### config.mk
export PLATFORM = sky130hd
export DESIGN_NAME = fdhp_ctrl
export DESIGN_NICKNAME = d
export VERILOG_FILES = /design/src/rtl/fdhp_pkg.sv /design/src/rtl/fdhp_ctrl.sv
export SDC_FILE = /design/constraint.sdc
export NUM_CORES = 1
export LEC_CHECK = 0
export BUFFER_PORTS_ARGS = -buffer_cell sky130_fd_sc_hd__buf_2
export CORE_AREA = 4 4 41 43
export CTS_CLUSTER_SIZE = 24
export DETAILED_ROUTE_END_ITERATION = 8
export DIE_AREA = 0 0 45 47
export PLACE_DENSITY = 0.64
export SLEW_MARGIN = 20
export SYNTH_ARGS = -nofsm -noshare
export SYNTH_HDL_FRONTEND = slang
export SYNTH_SLANG_ARGS = --single-unit
### constraint.sdc
create_clock -name clk -period 1 [get_ports clk]
set_input_delay 0 -clock clk [delete_from_list [all_inputs] [get_ports clk]]
set_output_delay 0 -clock clk [all_outputs]
set_load 0.01 [all_outputs]
### src/rtl/fdhp_pkg.sv
package fdhp_pkg;

    localparam int CFG_DATA_W = 24;
    localparam int CFG_IDX_W  = 3;

    localparam logic [CFG_IDX_W-1:0] REG_SPEED_STEPS   = 3'd0;
    localparam logic [CFG_IDX_W-1:0] REG_FEEDBACK_GAIN = 3'd1;
    localparam logic [CFG_IDX_W-1:0] REG_OUTPUT_LEVEL  = 3'd2;
    localparam logic [CFG_IDX_W-1:0] REG_DELAY_LENGTH  = 3'd3;
    localparam logic [CFG_IDX_W-1:0] REG_HP_B0         = 3'd4;
    localparam logic [CFG_IDX_W-1:0] REG_HP_A1         = 3'd5;
    localparam logic [CFG_IDX_W-1:0] REG_HP_A2         = 3'd6;

    localparam logic [6:0]  STEPS_MIN = 7'd2;
    localparam logic [6:0]  STEPS_MAX = 7'd100;

    // divider walks the 17-bit dividend 65536 one bit a cycle
    localparam logic [16:0] DIV_NUMER  = 17'h10000;
    localparam logic [4:0]  DIV_LAST   = 5'd16;

    typedef struct packed {
        logic clr;
        logic load;
        logic div;
        logic rd;
        logic mul;
        logic wr;
        logic fx;
        logic fy;
        logic fa1;
        logic fm1;
        logic fm2;
        logic out;
    } cmd_t;

    typedef struct packed {
        logic clr_last;
        logic div_last;
        logic step_last;
        logic out_free;
    } status_t;

endpackage

### src/rtl/fdhp_ctrl.sv
module fdhp_ctrl (
    input  logic              clk,
    input  logic              rst_n,
    input  logic              in_valid,
    output logic              in_ready,
    input  fdhp_pkg::status_t st,
    output fdhp_pkg::cmd_t    cmd
);

    localparam logic [3:0] ST_CLEAR = 4'd0;
    localparam logic [3:0] ST_IDLE  = 4'd1;
    localparam logic [3:0] ST_DIV   = 4'd2;
    localparam logic [3:0] ST_RD    = 4'd3;
    localparam logic [3:0] ST_MUL   = 4'd4;
    localparam logic [3:0] ST_WR    = 4'd5;
    localparam logic [3:0] ST_FRD   = 4'd6;
    localparam logic [3:0] ST_FX    = 4'd7;
    localparam logic [3:0] ST_FY    = 4'd8;
    localparam logic [3:0] ST_FA1   = 4'd9;
    localparam logic [3:0] ST_FM1   = 4'd10;
    localparam logic [3:0] ST_FM2   = 4'd11;
    localparam logic [3:0] ST_OUT   = 4'd12;

    logic [3:0] state_reg;
    logic [3:0] state_next;

    assign in_ready = (state_reg == ST_IDLE);

    always_comb
    begin
        cmd        = '0;
        state_next = state_reg;
        case (state_reg)
            ST_CLEAR:
            begin
                cmd.clr = 1'b1;
                if (st.clr_last)
                begin
                    state_next = ST_IDLE;
                end
            end
            ST_IDLE:
            begin
                if (in_valid)
                begin
                    cmd.load   = 1'b1;
                    state_next = ST_DIV;
                end
            end
            ST_DIV:
            begin
                cmd.div = 1'b1;
                if (st.div_last)
                begin
                    state_next = ST_RD;
                end
            end
            ST_RD:
            begin
                cmd.rd     = 1'b1;
                state_next = ST_MUL;
            end
            ST_MUL:
            begin
                cmd.mul    = 1'b1;
                state_next = ST_WR;
            end
            ST_WR:
            begin
                cmd.wr     = 1'b1;
                state_next = st.step_last ? ST_FRD : ST_RD;
            end
            ST_FRD:
            begin
                cmd.rd     = 1'b1;
                state_next = ST_FX;
            end
            ST_FX:
            begin
                cmd.fx     = 1'b1;
                state_next = ST_FY;
            end
            ST_FY:
            begin
                cmd.fy     = 1'b1;
                state_next = ST_FA1;
            end
            ST_FA1:
            begin
                cmd.fa1    = 1'b1;
                state_next = ST_FM1;
            end
            ST_FM1:
            begin
                cmd.fm1    = 1'b1;
                state_next = ST_FM2;
            end
            ST_FM2:
            begin
                cmd.fm2    = 1'b1;
                state_next = ST_OUT;
            end
            ST_OUT:
            begin
                if (st.out_free)
                begin
                    cmd.out    = 1'b1;
                    state_next = ST_IDLE;
                end
            end
            default:
            begin
                state_next = ST_IDLE;
            end
        endcase
    end

    always_ff @(posedge clk or negedge rst_n)
    begin
        if (!rst_n)
        begin
            state_reg <= ST_CLEAR;
        end
        else
        begin
            state_reg <= state_next;
        end
    end

`ifndef SYNTHESIS
    a_cmd_onehot: assert property (@(posedge clk) disable iff (!rst_n)
        $onehot0({cmd.clr, cmd.load, cmd.div, cmd.rd, cmd.mul, cmd.wr,
                  cmd.fx, cmd.fy, cmd.fa1, cmd.fm1, cmd.fm2, cmd.out}))
        else $error("more than one datapath command");
    a_load_div: assert property (@(posedge clk) disable iff (!rst_n)
        cmd.load |=> cmd.div)
        else $error("divide did not follow load");
    a_last_filter: assert property (@(posedge clk) disable iff (!rst_n)
        (cmd.wr && st.step_last) |=> cmd.rd)
        else $error("filter read did not follow last write");
    a_out_free: assert property (@(posedge clk) disable iff (!rst_n)
        cmd.out |-> st.out_free)
        else $error("result overwritten");
`endif

endmodule

==> impl_metrics.csv <==
group,metric,value,unit
synth,ys_warn_count,0,
status,failed_checks,"negative setup slack",
timing,grt_setup_unrepaired,"true",
clock_network,htreeDepth,1,
cells_and_area,largest_reg_flops,4,
drt,vias_per_cell,4.980,
power,cellLeakagePower,0.3748,nW
clock_network,clockBufferDepth,2,
synth,yosysUniqueCellTypes,24,
status,status,"finished with violations",
critical_path,critical_path_class,"reg2out",
critical_path,worstSetupStartpoint,"state_reg[2]",
critical_path,critPathRequiredTime,1.00,ns
die,fp.coreArea,0.001301,mm^2
power,ir_drop,0.002117,V
synth,synthArstFlopShare,1.000,
run,maxCapViolCount,0,
power,p_per_area,3560,mW/mm^2
drt,ant_nets,0,
timing,relSlewSlack,0.8517,
global_routing,antenna_found_initial,0,
global_routing,overflow,0,
timing,fin_worst_skew,0.002248,ns
drt,vias,498,
synth,netlist_area,404.1,um^2
clock_network,cts_buffers,3,
worst_hold_path,hold_class,"in2reg",
global_routing,grt_usage,0.1286,
timing,hold_violations,0,
drt,route.detailed.drc,0,
critical_path,crit_fanout,5,
die,core.rowCount,13,
timing,period_share,1.223,
drt,drt-total-wl,1.294,mm
critical_path,worstPathArrival,1.22,ns
placed_design,gp_congestion,0.8367,
cells_and_area,fill_cells,139,
synth,avgSynthCellArea,7.772,um^2
timing,period_needed,1.223,ns
synth,synth-main-ff-cell,"dfrtp_1",
clock_network,cts_root_buffer,"clkbuf_4",
die,start_util,0.3106,
cells_and_area,fin_cells,100,
drt,firstDrtPassIters,4,
synth,seq_area_frac_synth,0.2477,
timing,setup_ws,-0.2229,ns
clock_network,insertion_delay,0.23,ns
synth,synth_seq_cells,4,
global_routing,grt_pass1_vias,489,
clock_network,clk_pin_slew,0.04,ns
die,ios,20,
cells_and_area,drive_gt1_frac,0.6588,
drt,wl_per_cell,12.94,um
cells_and_area,fin_nets,94,
cells_and_area,syn_to_final_growth,80.50,%
timing,setup-tns-final,-2.862,ns
drt,drt_iter0_markers,10,
timing,fmax,817.7,MHz
timing,worst_pin_slew,0.2202,ns
global_routing,grt_max_degree,8,
critical_path,rr_startpoint,"state_reg[2]",
clock_network,cts.sinks,4,
placed_design,io_buffers,19,
cells_and_area,antenna_cells,0,
synth,mappedNetlistNets,59,
placed_design,dpl.hpwl,804.3,um
cells_and_area,final-seq-area,102.6,um^2
timing,report.final.setup_viol,17,
placed_design,dp_cells,90,
critical_path,endpoint_kind,"primary output",
die,die_w,45,um
cells_and_area,fin_util,0.5606,
critical_path,start_kind,"flip-flop",
timing,slew_violations,0,
worst_hold_path,hp-start,"in_valid",
die,fp.dieH,47,um
global_routing,grt_pass1_wl,1.987,mm
clock_network,cts_tree,"done",
placed_design,dpl_worst_slack,-0.1019,ns
synth,synthCells,52,
synth,synth-edff-count,0,
die,die_area,0.002115,mm^2
cells_and_area,multi_input_area,324.1,um^2
==> layout make-up <==
| cell class | instances | area share |
|---|---|---|
| Clock buffer | 3 | 0.03087 |
| Inverter | 2 | 0.01029 |
| Multi-Input combinational cell | 40 | 0.4443 |
| Sequential cell | 4 | 0.1407 |
| Tap cell | 15 | 0.02573 |
| Timing Repair Buffer | 36 | 0.3482 |
==> placed cells by master, fill, tap and decap left out, types with 2 or more instances in the layout <==
master and n:
dfrtp_1 2, clkbuf_4 3, nand2_2 2, nor2_1 7
dfrtp_2 2, nand2b_4 3, nor2_4 2, and3_1 2
buf_4 10, nor3_1 3, buf_2 18, o22ai_1 2
buf_6 7
==> cell families after synthesis <==
| group | count (synthesis) | share of synthesized area |
|---|---|---|
| AOI/OAI and AO/OA | 11 | 0.2043 |
| xor gates and xnor gates | 1 | 0.02168 |
| buffers and inverters | 8 | 0.1672 |
| DFF | 4 | 0.2477 |
| muxes | 1 | 0.02477 |
| and+or+nand+nor | 27 | 0.3344 |
==> synth_stat cells, types with 2 or more instances <==
library cell / n / share of area
nor2_1: 10 / 0.093
nor3_1: 5 / 0.062
buf_6: 4 / 0.11
dfrtp_1: 4 / 0.25
nand2_1: 3 / 0.028
nand2b_1: 3 / 0.046
a21oi_1: 2 / 0.025
and3_1: 2 / 0.031
buf_4: 2 / 0.037
inv_1: 2 / 0.019
o22ai_1: 2 / 0.031
==> worst max-delay path, stage by stage, from the launching register on <==
cell	delay, ns
dfrtp_1	0.40
buf_4	0.18
nor2_4	0.11
and3_1	0.17
buf_2	0.13
==> power by group <==
group / switching, mW / internal, mW / total, mW
Combinational: 0.961 / 1.06 / 2.03
Clock: 0.0587 / 0.134 / 0.193
Sequential: 0.124 / 0.255 / 0.379
==> metal layers <==
layer	vias up	track usage	wire [um]
met5	-	0	0
li1	248	-	-
met4	0	0.03509	0
met2	16	0.2429	697
met3	0	0.02299	101
met1	234	0.1475	495
==> worst paths after layout <==
| check | cells after the start | slack [ns] | end |
|---|---|---|---|
| max | 4 | -0.22 | cmd[10] |
| min | 2 | 0.05 | state_reg[0] |
| max reg2reg | 5 | -0.20 | state_reg[0] |
| min reg2reg | 2 | 0.66 | state_reg[3] |
| max in group asynchronous | 2 | 0.76 | state_reg[1] |
| min in group asynchronous | 2 | 0.11 | state_reg[2] |
==> timing repair <==
item / CTS / global route
hold buffers: 1 / 0
gates resized for setup: 18 / 9
endpoints found under the setup margin: 17 / 17
pin swaps: 10 / 7
setup buffers: 5 / 1
endpoints found under the hold margin: 4 / 0
==> through the flow <==
step                      power [mW]  hold slack (ns)  instance area, um^2
after global placement         1.690          -0.1934                538.0
after global routing           2.776          0.06563                729.5
after floorplan                1.344          -0.2956                409.1
final                          2.597          0.04623                729.5
after detailed placement       1.699          -0.1924                538.0
after CTS                      2.351          0.02853                680.7
Note: power is estimated with default switching activity, not from simulation.
